<file path="config.mk">
export PLATFORM = sky130hd
export DESIGN_NAME = lcd_nibble_interface_sequencer_top
export DESIGN_NICKNAME = d
export VERILOG_FILES = /design/src/hw/rtl/lcdni_pkg.sv /design/src/hw/rtl/lcdni_front.sv /design/src/hw/rtl/lcdni_job_queue.sv /design/src/hw/rtl/lcdni_back.sv /design/src/hw/rtl/lcdni_out_queue.sv /design/src/hw/rtl/lcd_nibble_interface_sequencer_top.sv
export VERILOG_INCLUDE_DIRS = /design/src /design/src/hw/rtl
export SDC_FILE = /design/constraint.sdc
export NUM_CORES = 1
export LEC_CHECK = 0
export BUFFER_PORTS_ARGS = -buffer_cell sky130_fd_sc_hd__buf_2
export CORE_MARGIN = 2
export CORE_UTILIZATION = 54
export CTS_BUF_LIST = sky130_fd_sc_hd__clkbuf_4 sky130_fd_sc_hd__clkbuf_8
export CTS_CLUSTER_SIZE = 10
export DETAILED_ROUTE_END_ITERATION = 6
export PLACE_DENSITY = 0.76
export SLEW_MARGIN = 40
export SYNTH_ARGS = -nofsm -noshare
export SYNTH_HDL_FRONTEND = slang
export SYNTH_SLANG_ARGS = --single-unit
</file>
<file path="constraint.sdc">
create_clock -name clock -period 2.7 [get_ports clock]
set_input_delay 0.135 -clock clock [delete_from_list [all_inputs] [get_ports clock]]
set_output_delay 0.135 -clock clock [all_outputs]
set_load 0.03 [all_outputs]
</file>
<file path="src/hw/rtl/assert_macros.svh">
// ----------------------------------------------------------------------------
// assert_macros.svh
// concurrent assertion helpers, compiled out with NO_ASSERTIONS
// ----------------------------------------------------------------------------
`ifndef ASSERT_MACROS_SVH
`define ASSERT_MACROS_SVH

`ifndef NO_ASSERTIONS

// same-cycle implication
`define ASSERT_IMP(label, clk, rst, ante, cons) \
   label: assert property (@(posedge clk) disable iff (rst) (ante) |-> (cons)) \
      else $error("assertion failed");

// next-cycle implication
`define ASSERT_NEXT(label, clk, rst, ante, cons) \
   label: assert property (@(posedge clk) disable iff (rst) (ante) |=> (cons)) \
      else $error("assertion failed");

`else

`define ASSERT_IMP(label, clk, rst, ante, cons)
`define ASSERT_NEXT(label, clk, rst, ante, cons)

`endif

`endif

</file>
<file path="src/hw/rtl/lcdni_pkg.sv">
// ----------------------------------------------------------------------------
// lcdni_pkg
// types, codes and the power-up transfer table of the lcd nibble sequencer
// ----------------------------------------------------------------------------
`timescale 1ns / 1ps

package lcdni_pkg;

   typedef enum logic [2:0] {
      CMD_INIT  = 3'd0,
      CMD_CHAR  = 3'd1,
      CMD_GOTO  = 3'd2,
      CMD_CLEAR = 3'd3,
      CMD_RAW   = 3'd4
   } command_type;

   typedef enum logic [1:0] {
      ST_OK           = 2'd0,
      ST_NOT_INIT     = 2'd1,
      ST_ALREADY_INIT = 2'd2
   } status_type;

   typedef enum logic [1:0] {
      WAIT_NONE  = 2'd0,
      WAIT_150US = 2'd1,
      WAIT_5MS   = 2'd2,
      WAIT_150MS = 2'd3
   } wait_type;

   typedef enum logic [1:0] {
      JOB_INIT,
      JOB_PAIR,
      JOB_SINGLE,
      JOB_REFUSE
   } job_kind_type;

   localparam logic [7:0] ROW1_BASE       = 8'h80;
   localparam logic [7:0] ROW2_BASE       = 8'hC0;
   localparam logic [7:0] CLEAR_CODE      = 8'h01;
   localparam logic [3:0] INIT_LAST_STEP  = 4'd12;

   localparam logic [3:0] INIT_NIBBLES [0:11] = '{
      4'h3, 4'h3, 4'h3, 4'h2, 4'h2, 4'h8, 4'h0, 4'hC, 4'h0, 4'h6, 4'h0, 4'h1
   };

   typedef struct packed {
      job_kind_type kind;
      logic         reg_select;
      logic [7:0]   data;
      status_type   status;
   } job_type;

   typedef struct packed {
      logic       reg_select;
      logic [3:0] nibble;
      logic       bus_write;
      logic       strobe_res;
      wait_type   extra_wait;
      status_type status;
      logic       last;
   } xfer_type;

   // job queue head as presented to the back: valid flag and job
   typedef struct packed {
      logic    valid;
      job_type job;
   } job_head_type;

   function automatic xfer_type init_xfer(input logic [3:0] step);
      xfer_type x;
      x            = '0;
      x.bus_write  = 1'b1;
      x.status     = ST_OK;
      x.extra_wait = WAIT_NONE;
      if (step == 4'd0) begin
         x.extra_wait = WAIT_150MS;
      end else begin
         x.strobe_res = 1'b1;
         x.nibble     = INIT_NIBBLES[step - 4'd1];
         if (step == 4'd1) begin
            x.extra_wait = WAIT_5MS;
         end else if (step == 4'd2) begin
            x.extra_wait = WAIT_150US;
         end
      end
      x.last = (step == INIT_LAST_STEP);
      return x;
   endfunction

endpackage

</file>
<file path="src/hw/rtl/lcdni_front.sv">
// ----------------------------------------------------------------------------
// lcdni_front
// maps each accepted command to at most one job and tracks the init flag
// ----------------------------------------------------------------------------
`timescale 1ns / 1ps

module lcdni_front (
   input  logic              clock,
   input  logic              reset,
   input  logic              accept,
   input  logic [2:0]        command,
   input  logic [7:0]        char_code,
   input  logic [1:0]        row,
   input  logic [7:0]        column,
   input  logic [3:0]        raw_nibble,
   output logic              job_push,
   output lcdni_pkg::job_type job
);
   import lcdni_pkg::*;

   logic       initialized_ff;
   logic       initialized_in;
   logic [7:0] base;

   always_ff @(posedge clock) begin
      if (reset) begin
         initialized_ff <= 1'b0;
      end else begin
         initialized_ff <= initialized_in;
      end
   end

   always_comb begin
      initialized_in = initialized_ff;
      job_push       = 1'b0;
      job            = '0;
      job.kind       = JOB_REFUSE;
      job.status     = ST_OK;
      base           = (row == 2'd1) ? ROW1_BASE : ROW2_BASE;
      if (accept) begin
         unique case (command_type'(command))
            CMD_INIT: begin
               job_push = 1'b1;
               if (initialized_ff) begin
                  job.status = ST_ALREADY_INIT;
               end else begin
                  job.kind       = JOB_INIT;
                  initialized_in = 1'b1;
               end
            end
            CMD_CHAR, CMD_GOTO, CMD_CLEAR: begin
               if (!initialized_ff) begin
                  job_push   = 1'b1;
                  job.status = ST_NOT_INIT;
               end else if (command_type'(command) == CMD_CHAR) begin
                  job_push       = 1'b1;
                  job.kind       = JOB_PAIR;
                  job.reg_select = 1'b1;
                  job.data       = char_code;
               end else if (command_type'(command) == CMD_CLEAR) begin
                  job_push = 1'b1;
                  job.kind = JOB_PAIR;
                  job.data = CLEAR_CODE;
               end else if (row == 2'd1 || row == 2'd2) begin
                  job_push = 1'b1;
                  job.kind = JOB_PAIR;
                  job.data = base + column - 8'd1;
               end
            end
            CMD_RAW: begin
               job_push = 1'b1;
               job.kind = JOB_SINGLE;
               job.data = {4'h0, raw_nibble};
            end
            default: begin
               job_push = 1'b0;
            end
         endcase
      end
   end

endmodule

</file>
<file path="src/hw/rtl/lcdni_job_queue.sv">
// ----------------------------------------------------------------------------
// lcdni_job_queue
// two-entry job queue between the front and the transfer sequencer
// ----------------------------------------------------------------------------
`timescale 1ns / 1ps

module lcdni_job_queue (
   input  logic                   clock,
   input  logic                   reset,
   input  logic                   push,
   input  lcdni_pkg::job_type     push_job,
   input  logic                   pop,
   output logic                   full,
   output lcdni_pkg::job_head_type head
);
   import lcdni_pkg::*;

   job_type    entry_ff [0:1];
   logic       wr_ptr_ff;
   logic       wr_ptr_in;
   logic       rd_ptr_ff;
   logic       rd_ptr_in;
   logic [1:0] count_ff;
   logic [1:0] count_in;

   always_ff @(posedge clock) begin
      if (reset) begin
         wr_ptr_ff <= 1'b0;
         rd_ptr_ff <= 1'b0;
         count_ff  <= 2'd0;
      end else begin
         wr_ptr_ff <= wr_ptr_in;
         rd_ptr_ff <= rd_ptr_in;
         count_ff  <= count_in;
      end
   end

   always_ff @(posedge clock) begin
      if (push) begin
         entry_ff[wr_ptr_ff] <= push_job;
      end
   end

   always_comb begin
      full       = (count_ff == 2'd2);
      head.valid = (count_ff != 2'd0);
      head.job   = entry_ff[rd_ptr_ff];
      wr_ptr_in  = push ? ~wr_ptr_ff : wr_ptr_ff;
      rd_ptr_in  = pop ? ~rd_ptr_ff : rd_ptr_ff;
      count_in   = count_ff + {1'b0, push} - {1'b0, pop};
   end

endmodule

</file>
<file path="src/hw/rtl/lcdni_back.sv">
// ----------------------------------------------------------------------------
// lcdni_back
// expands the head job into transfers, one per cycle while out_full is low
// ----------------------------------------------------------------------------
`timescale 1ns / 1ps

module lcdni_back (
   input  logic                    clock,
   input  logic                    reset,
   input  lcdni_pkg::job_head_type head,
   input  logic                    out_full,
   output logic                    job_pop,
   output logic                    xfer_push,
   output lcdni_pkg::xfer_type     xfer
);
   import lcdni_pkg::*;

   logic [3:0] step_ff;
   logic [3:0] step_in;

   always_ff @(posedge clock) begin
      if (reset) begin
         step_ff <= 4'd0;
      end else begin
         step_ff <= step_in;
      end
   end

   always_comb begin
      xfer            = '0;
      xfer.bus_write  = 1'b1;
      xfer.strobe_res = 1'b1;
      xfer.extra_wait = WAIT_NONE;
      xfer.status     = ST_OK;
      xfer.reg_select = head.job.reg_select;
      unique case (head.job.kind)
         JOB_INIT: begin
            xfer = init_xfer(step_ff);
         end
         JOB_PAIR: begin
            xfer.nibble = (step_ff == 4'd0) ? head.job.data[7:4] : head.job.data[3:0];
            xfer.last   = (step_ff != 4'd0);
         end
         JOB_SINGLE: begin
            xfer.nibble = head.job.data[3:0];
            xfer.last   = 1'b1;
         end
         JOB_REFUSE: begin
            xfer        = '0;
            xfer.status = head.job.status;
            xfer.last   = 1'b1;
         end
         default: begin
            xfer.last = 1'b1;
         end
      endcase

      xfer_push = head.valid && !out_full;
      job_pop   = xfer_push && xfer.last;
      step_in   = step_ff;
      if (xfer_push) begin
         step_in = xfer.last ? 4'd0 : step_ff + 4'd1;
      end
   end

endmodule

</file>
<file path="src/hw/rtl/lcdni_out_queue.sv">
// ----------------------------------------------------------------------------
// lcdni_out_queue
// two-entry result queue that drives the response side
// ----------------------------------------------------------------------------
`timescale 1ns / 1ps

module lcdni_out_queue (
   input  logic                clock,
   input  logic                reset,
   input  logic                push,
   input  lcdni_pkg::xfer_type push_xfer,
   input  logic                pop,
   output logic                full,
   output logic                empty,
   output lcdni_pkg::xfer_type head
);
   import lcdni_pkg::*;

   xfer_type   entry_ff [0:1];
   logic       wr_ptr_ff;
   logic       wr_ptr_in;
   logic       rd_ptr_ff;
   logic       rd_ptr_in;
   logic [1:0] count_ff;
   logic [1:0] count_in;
   logic       do_pop;

   always_ff @(posedge clock) begin
      if (reset) begin
         wr_ptr_ff <= 1'b0;
         rd_ptr_ff <= 1'b0;
         count_ff  <= 2'd0;
      end else begin
         wr_ptr_ff <= wr_ptr_in;
         rd_ptr_ff <= rd_ptr_in;
         count_ff  <= count_in;
      end
   end

   always_ff @(posedge clock) begin
      if (push) begin
         entry_ff[wr_ptr_ff] <= push_xfer;
      end
   end

   always_comb begin
      full      = (count_ff == 2'd2);
      empty     = (count_ff == 2'd0);
      head      = entry_ff[rd_ptr_ff];
      do_pop    = pop && !empty;
      wr_ptr_in = push ? ~wr_ptr_ff : wr_ptr_ff;
      rd_ptr_in = do_pop ? ~rd_ptr_ff : rd_ptr_ff;
      count_in  = count_ff + {1'b0, push} - {1'b0, do_pop};
   end

endmodule

</file>
<file path="src/hw/rtl/lcd_nibble_interface_sequencer_top.sv">
// ----------------------------------------------------------------------------
// lcd_nibble_interface_sequencer_top
// 4-bit character lcd bus sequencer: one command in, a run of nibble
// transfers out
//
// request side: a queue input; an item is taken on a clock edge with
//    req_push high and req_full low
// response side: a queue output; the oldest transfer sits on rsp_* while
//    rsp_empty is low and leaves on an edge with rsp_pop high
// a command yields 0 to 13 transfers, the final one flagged by rsp_last;
//    refused commands yield one status transfer, a goto to an invalid row
//    or an undefined command yields none
// order: a taken item is registered in the job queue, and each of its
//    transfers in turn in the response queue
// throughput: one transfer per cycle while the response queue is not full;
//    an item has 13 transfers for initialize, 2 for character, goto, clear,
//    1 for raw or a refusal; set by the single-step transfer sequencer
// a two-entry job queue and a two-entry response queue decouple the sides;
//    when the receiver stalls, the response queue fills, the sequencer
//    holds, then the job queue fills and req_full rises
// reset clears both queues, the sequencer step and the initialized flag
// ----------------------------------------------------------------------------
`timescale 1ns / 1ps
`include "assert_macros.svh"

module lcd_nibble_interface_sequencer_top (
   input  logic       clock,
   input  logic       reset,
   input  logic       req_push,
   output logic       req_full,
   input  logic [2:0] req_command,
   input  logic [7:0] req_char_code,
   input  logic [1:0] req_row,
   input  logic [7:0] req_column,
   input  logic [3:0] req_raw_nibble,
   output logic       rsp_empty,
   input  logic       rsp_pop,
   output logic       rsp_reg_select,
   output logic [3:0] rsp_nibble,
   output logic       rsp_bus_write,
   output logic       rsp_strobe_res,
   output logic [1:0] rsp_extra_wait,
   output logic [1:0] rsp_status,
   output logic       rsp_last
);
   import lcdni_pkg::*;

   logic         accept;
   logic         job_push;
   job_type      job;
   job_head_type head;
   logic         job_pop;
   logic         xfer_push;
   xfer_type     xfer;
   logic         out_full;
   xfer_type     rsp_head;

   assign accept = req_push && !req_full;

   lcdni_front u_front (
      .clock      (clock),
      .reset      (reset),
      .accept     (accept),
      .command    (req_command),
      .char_code  (req_char_code),
      .row        (req_row),
      .column     (req_column),
      .raw_nibble (req_raw_nibble),
      .job_push   (job_push),
      .job        (job)
   );

   lcdni_job_queue u_job_queue (
      .clock    (clock),
      .reset    (reset),
      .push     (job_push),
      .push_job (job),
      .pop      (job_pop),
      .full     (req_full),
      .head     (head)
   );

   lcdni_back u_back (
      .clock     (clock),
      .reset     (reset),
      .head      (head),
      .out_full  (out_full),
      .job_pop   (job_pop),
      .xfer_push (xfer_push),
      .xfer      (xfer)
   );

   lcdni_out_queue u_out_queue (
      .clock     (clock),
      .reset     (reset),
      .push      (xfer_push),
      .push_xfer (xfer),
      .pop       (rsp_pop),
      .full      (out_full),
      .empty     (rsp_empty),
      .head      (rsp_head)
   );

   assign rsp_reg_select = rsp_head.reg_select;
   assign rsp_nibble     = rsp_head.nibble;
   assign rsp_bus_write  = rsp_head.bus_write;
   assign rsp_strobe_res = rsp_head.strobe_res;
   assign rsp_extra_wait = rsp_head.extra_wait;
   assign rsp_status     = rsp_head.status;
   assign rsp_last       = rsp_head.last;

   `ASSERT_IMP(a_no_push_when_full, clock, reset, xfer_push, !out_full)
   `ASSERT_IMP(a_pop_only_on_last, clock, reset, job_pop, xfer_push && xfer.last)
   `ASSERT_IMP(a_refusal_is_single, clock, reset, xfer_push && (xfer.status != ST_OK), xfer.last && !xfer.bus_write)
   `ASSERT_NEXT(a_job_reaches_back, clock, reset, job_push, head.valid)

endmodule
</file>
=== Word level (Yosys, flattened, before mapping) ===
Memory sizes are Yosys's and may differ from the RTL's. A register that Yosys moved wholly into a read port is not among the register bits.
Index checks and enable logic that the tools add are counted.

* Bits in registers: 13
* ROM bits: 64
* Output and inout port bits: 14
* Memory bits (writable): 50
* Memories kept: 3
* Word-level logic and storage cells: 102

* Bitwise operators: 5
* $lt $le $gt $ge: 1
* Reduce and logical (&&, ||, !) cells: 19
* Equality and inequality tests: 14
* Add/sub/neg operators: 8
* Muxes and demuxes: 44

{| class="wikitable"
|+ Memory list
! memory !! depth !! width !! rd ports !! clocked after memory_dff !! wr ports !! RTL line !! text
|-
| (name not given) || 16 || 4 || 1 || 0 || 0 || lcdni_pkg.sv:79 || <nowiki>x.nibble = INIT_NIBBLES[step - 4'd1];</nowiki>
|-
| u_job_queue.entry_ff || 2 || 13 || 1 || 1 || 1 || lcdni_job_queue.sv:18 || <nowiki>job_type entry_ff [0:1];</nowiki>
|-
| u_out_queue.entry_ff || 2 || 12 || 1 || 1 || 1 || lcdni_out_queue.sv:19 || <nowiki>xfer_type entry_ff [0:1];</nowiki>
|}

{| class="wikitable"
|+ Operators by type and width
! cell !! count
|-
| $mux W8 || 3
|-
| $mux W4 || 5
|-
| $mux W1 || 19
|-
| $pmux W4 S4 || 1
|-
| $pmux W8 S2 || 1
|-
| $mux W2 || 7
|-
| $mux W13 || 1
|-
| $pmux W6 S2 || 1
|-
| $mux W11 || 1
|-
| $eq A2 B2 Y1 const B || 5
|-
| $add A8 B8 Y8 || 1
|-
| $sub A8 B1 Y8 const B || 1
|-
| $mux W7 || 1
|-
| $eq A3 B2 Y1 const B || 2
|-
| $pmux W2 S3 || 1
|-
| $reduce_or A2 Y1 || 3
|-
| $ge A5 B5 Y1 const B || 1
|-
| $not A4 Y5 || 1
|-
| $add A2 B1 Y2 || 2
|-
| $add A4 B1 Y4 const B || 1
|-
| $eq A2 B1 Y1 const B || 2
|-
| $eq A4 B1 Y1 const B || 1
|-
| $eq A4 B2 Y1 const B || 1
|-
| $eq A4 B4 Y1 const B || 1
|-
| 18 further kinds || 28
|}

=== Logic depth before layout (Yosys ltp) ===
* Word-level depth: 10
* Depth in mapped cells: 14
* Depth with buffers taken out: 12

=== By module ===
Synthesis repeated with hierarchy kept, for this count alone.

* Cell total of the unflattened synthesis: 315
* Area, all modules: 3718.6 sq um

{| class="wikitable"
|+ By module, submodules not included
! module !! area each (sq um) !! instances !! cells each
|-
| lcdni_job_queue || 1194.9 || 1 || 61
|-
| lcdni_out_queue || 1103.6 || 1 || 60
|-
| lcdni_back || 760.7 || 1 || 99
|-
| lcdni_front || 645.6 || 1 || 94
|-
| lcd_nibble_interface_sequencer_top || 13.8 || 1 || 1
|}

=== Worst setup path after synthesis ===
OpenSTA, ideal clock, no wires.

* Kind: reg-to-reg
* From: reg (tool-made name)
* To: reg u_job_queue.count_ff[1]
* Cell stages (with the launch flop): 15
* Arrival time: 2.745 ns
* Data required time: 2.572 ns
* Library setup time: 0.128 ns
* Buffers on the path: 3
* Setup slack: -0.173 ns
* Cells stage by stage: dfxtp_1 > clkbuf_1 > buf_2 > mux2i_1 > ha_1 > buf_1 > nand2_1 > o311ai_4 > inv_1 > ha_1 > inv_1 > ha_1 > xor2_1 > xnor2_1 > nor2_1

{| class="wikitable"
|+ RTL lines
! what !! RTL line !! text
|-
| end signal: assignment || lcdni_job_queue.sv:34 || <nowiki>count_ff <= count_in;</nowiki>
|-
| end: declaration || lcdni_job_queue.sv:23 || <nowiki>logic [1:0] count_ff;</nowiki>
|}

=== Worst setup path in the final report ===
* From: reg u_back.step_ff[1]
* To: reg u_job_queue.count_ff[1]

* Word-level cells in the longest chain between the ends: 4

{| class="wikitable"
|+ RTL lines
! what !! RTL line !! text
|-
| start: declaration || lcdni_back.sv:18 || <nowiki>logic [3:0] step_ff;</nowiki>
|-
| start signal: assignment || lcdni_back.sv:25 || <nowiki>step_ff <= step_in;</nowiki>
|-
| $eq A4 B4 Y1 or $reduce_bool A4 Y1 (tied branches) || lcdni_pkg.sv:86, lcdni_back.sv:42 ||
|-
| $pmux W1 S3 * || lcdni_back.sv:36 || <nowiki>unique case (head.job.kind)</nowiki>
|-
| $logic_and A1 B1 Y1 * || lcdni_back.sv:59 || <nowiki>job_pop = xfer_push && xfer.last;</nowiki>
|-
| named net job_pop || lcd_nibble_interface_sequencer_top.sv:52 || <nowiki>logic job_pop;</nowiki>
|-
| $sub A2 B1 Y2 * || lcdni_job_queue.sv:50 || <nowiki>count_in = count_ff + {1'b0, push} - {1'b0, pop};</nowiki>
|}

Mark *: on every way through the listed nets, which the timed path passes. The rest lies on a longest branch.
A chain may end at the register's enable or synchronous reset.

==> metrics <==
LEAKAGE 1.59 nW; violated checks DRC; R2R Setup Slk 0.09 ns; asr flop ratio synth 0%; number of remaining DRC errors 9; largest net degree at the start of global routing 14; Mapped Cells 287; Die Span X 83.1 microns; Slew Limit Fails 0; Sink Count 65; Reg2Reg Depth 12; Slew Limit Headroom 59.2%; Core Area 0.00599 sq mm; Via density 5.31; first-pass GRT wire length 10200 microns; number of flops mapped to enable cells by yosys 50; post-synthesis sequential area ratio 53.3%; fmax 384 MHz; # IOs 43; Hold WC Path Type in -> reg; final worst path period share 96.5%; CTS Root Cell clkbuf_8; pre-CTS WS 0.0549 ns; TritonCTS clock tree done; FF+latch count, synth 65; nets@finish 399; GR Util All Layers 18.8%; Mapped Area 0.00338 sq mm; Final Non-Filler Cells 424; hpwl dp 4630 microns; drt total wl 6130 microns; hold endpoint u_out_queue.wr_ptr_ff$_SDFFE_PP0P_; Yosys Warn Count 0; TritonRoute pass-1 iters 7; Hold WS 0.121 ns; Worst Hold Launch reset; Die H 83.1 microns; area growth from synthesis to layout 16.4%; H-tree depth 3; CP endpoint kind flop; clock-pin slew on the worst setup and hold paths 0.06 ns; cts bufs inserted 9; Peak VDD IR 0.531 mV; FP Rows 28; initial DRC count 88; DIE AREA 0.00690 sq mm; # Max-Cap Violations 0; outcome finished, violations left; antenna viol nets, final 0; r2r endpoint u_job_queue.count_ff[1]$_SDFF_PP0_; Initial Utilization 56.4%; worst slew pin tran 0.606 ns; number of unique standard cell types used by synthesis 44; routed len/inst 14.4 microns; worst-case clock buffer depth 2; final hold viol count 0; crit path max fanout 6; Worst Path Arrival 2.83 ns; n_diodes 0; PnR worst setup slack 0.0938 ns; setup_tns 0 ns; crit path launch type flop; Hold Crit Depth 2; Min Clock Period, post-route 2.61 ns; clk_skew 0.00718 ns; grt ovf 0; port bufs 42; CP Class reg -> reg; initial antenna violation count 0; syn_nets 342; vias in the first global route 2246; Mean Syn Cell Area 11.8 sq um; WP data required 2.92 ns; Final setup violation count 0; Reg-to-Reg Start u_back.step_ff[1]$_SDFFE_PP0P_; gpl congestion 0.838; layout cells sized above 1 25.2%; Top FF cell, synth edfxtp_1; Skew-Pair Late Insertion Delay 0.33 ns; placed insts 406; vias after detailed routing 2251; PD cells 933 mW/mm^2
kinds of logic (layout without fill, tap and decap cells):
| group | Yosys count | count (layout) | share of synthesized area [%] |
|---|---|---|---|
| fa+ha+maj | 26 | 26 | 9.85 |
| flops | 65 | 65 | 53.3 |
| mux | 28 | 28 | 8.74 |
| compound gates | 45 | 45 | 9.67 |
| simple gates | 70 | 70 | 9.96 |
| xor+xnor | 17 | 17 | 4.41 |
| buf+inv | 36 | 98 | 4.04 |
metal layers:
layer  global-route usage, %  routed length, microns
met5                       0                       0
met4                    11.0                     159
met3                    3.78                     250
met2                    31.1                    2990
met1                    22.8                    2720
worst max-delay path, cell delays in order (launching register included):
cell	delay, ns
dfxtp_2	0.36
inv_2	0.09
ha_1	0.16
or3b_4	0.38
a21o_1	0.20
o311ai_4	0.33
inv_1	0.08
ha_1	0.28
inv_1	0.04
ha_1	0.18
xor2_1	0.20
xnor2_1	0.14
nor2_1	0.05
metrics by stage:
step | total power, mW | cell area (sq um) | util [%]
after CTS | 3.65 | 3890 | 64.9
after detailed placement | 2.97 | 3730 | 62.2
final | 3.67 | 3930 | 65.6
after global placement | 2.92 | 3730 | 62.2
after floorplan | 2.56 | 3390 | -
after global routing | 3.91 | 3930 | 65.6
sequential cells by signal (all words and copies together) (netlist names), named ones only:
name,cells
u_back.step_ff,4
u_front.initialized_ff,1
u_out_queue.entry_ff,24
u_job_queue.count_ff,2
u_job_queue.wr_ptr_ff,1
u_out_queue.count_ff,2
u_out_queue.wr_ptr_ff,1
u_out_queue.rd_ptr_ff,1
u_job_queue.entry_ff,26
u_job_queue.rd_ptr_ff,1
cell usage in the layout (no fill, tap or decap), drive strengths merged, types with 2 or more instances in the layout:
cell type	n
clkbuf	11
xnor2	12
a32oi	3
a22o	3
nor3	2
o21a	3
nor2b	6
and2	4
nand2	12
o22a	3
a31oi	2
o22ai	6
nand3	4
nor2	28
xor2	5
inv	28
ha	25
nor4	3
nand2b	5
a21o	2
buf	53
a21oi	8
mux2	12
mux2i	16
o21ai	6
o31a	2
edfxtp	50
dfxtp	15
clkinv	6
a22oi	2
how the worst max path moves through the flow:
stage                                   startpoint                                 end  slack [ns]  cells past startpoint
floorplan                                     flop  u_job_queue.count_ff[1]$_SDFF_PP0_        0.06                     14
global placement    u_back.step_ff[1]$_SDFFE_PP0P_  u_job_queue.count_ff[1]$_SDFF_PP0_        0.18                     12
detailed placement  u_back.step_ff[1]$_SDFFE_PP0P_  u_job_queue.count_ff[1]$_SDFF_PP0_        0.05                     12
CTS                 u_back.step_ff[1]$_SDFFE_PP0P_  u_job_queue.count_ff[1]$_SDFF_PP0_        0.02                     12
global route        u_back.step_ff[1]$_SDFFE_PP0P_  u_job_queue.count_ff[1]$_SDFF_PP0_       -0.01                     12
finish              u_back.step_ff[1]$_SDFFE_PP0P_  u_job_queue.count_ff[1]$_SDFF_PP0_        0.09                     12
report_power, final:
group          leakage, nW  internal (mW)  switching, mW  total [mW]
Combinational        0.909          0.645          0.889        1.53
Sequential           0.590           1.35          0.108        1.46
Clock               0.0888          0.342          0.334       0.676
Total                 1.59           2.34           1.33        3.67
Yosys cell counts, types with 2 or more instances:
| master | count | area, sq um |
|---|---|---|
| o21a_1 | 3 | 22.5 |
| a22oi_1 | 2 | 15.0 |
| a22o_1 | 3 | 26.3 |
| mux2_2 | 12 | 135 |
| a21oi_1 | 8 | 40.0 |
| o31a_1 | 2 | 17.5 |
| a31oi_1 | 2 | 12.5 |
| and2_1 | 3 | 18.8 |
| o22ai_1 | 6 | 37.5 |
| a21o_1 | 2 | 15.0 |
| nand2b_1 | 5 | 31.3 |
| xnor2_1 | 12 | 105 |
| mux2i_1 | 16 | 160 |
| a32oi_1 | 3 | 26.3 |
| nor2b_1 | 6 | 37.5 |
| ha_1 | 25 | 313 |
| nor2_1 | 28 | 105 |
| inv_1 | 28 | 105 |
| dfxtp_1 | 15 | 300 |
| o21ai_0 | 6 | 30.0 |
| xor2_1 | 5 | 43.8 |
| nand2_1 | 12 | 45.0 |
| nor3_1 | 2 | 10.0 |
| nor4_1 | 3 | 18.8 |
| buf_1 | 2 | 7.51 |
| nand3_1 | 4 | 20.0 |
| o22a_1 | 3 | 26.3 |
| edfxtp_1 | 50 | 1500 |
| clkbuf_1 | 4 | 15.0 |
what timing repair did:
| action | in CTS | in global routing |
|---|---|---|
| endpoints found under the hold margin | 0 | 0 |
| buffers inserted | 0 | 2 |
| resized for setup | 0 | 9 |
| hold buffers | 0 | 0 |
| endpoints found under the setup margin | 0 | 1 |
layout make-up:
class                      count  area [sq um]
fill                         471          2060
sequential                    65          1810
multi-input combinational    186          1470
timing repair buffer          53           293
clock buffer                  11           139
inverter                      29           109
tap                           75          93.8
clock inverter                 5          22.5
Power figures use the tool's default switching activity.
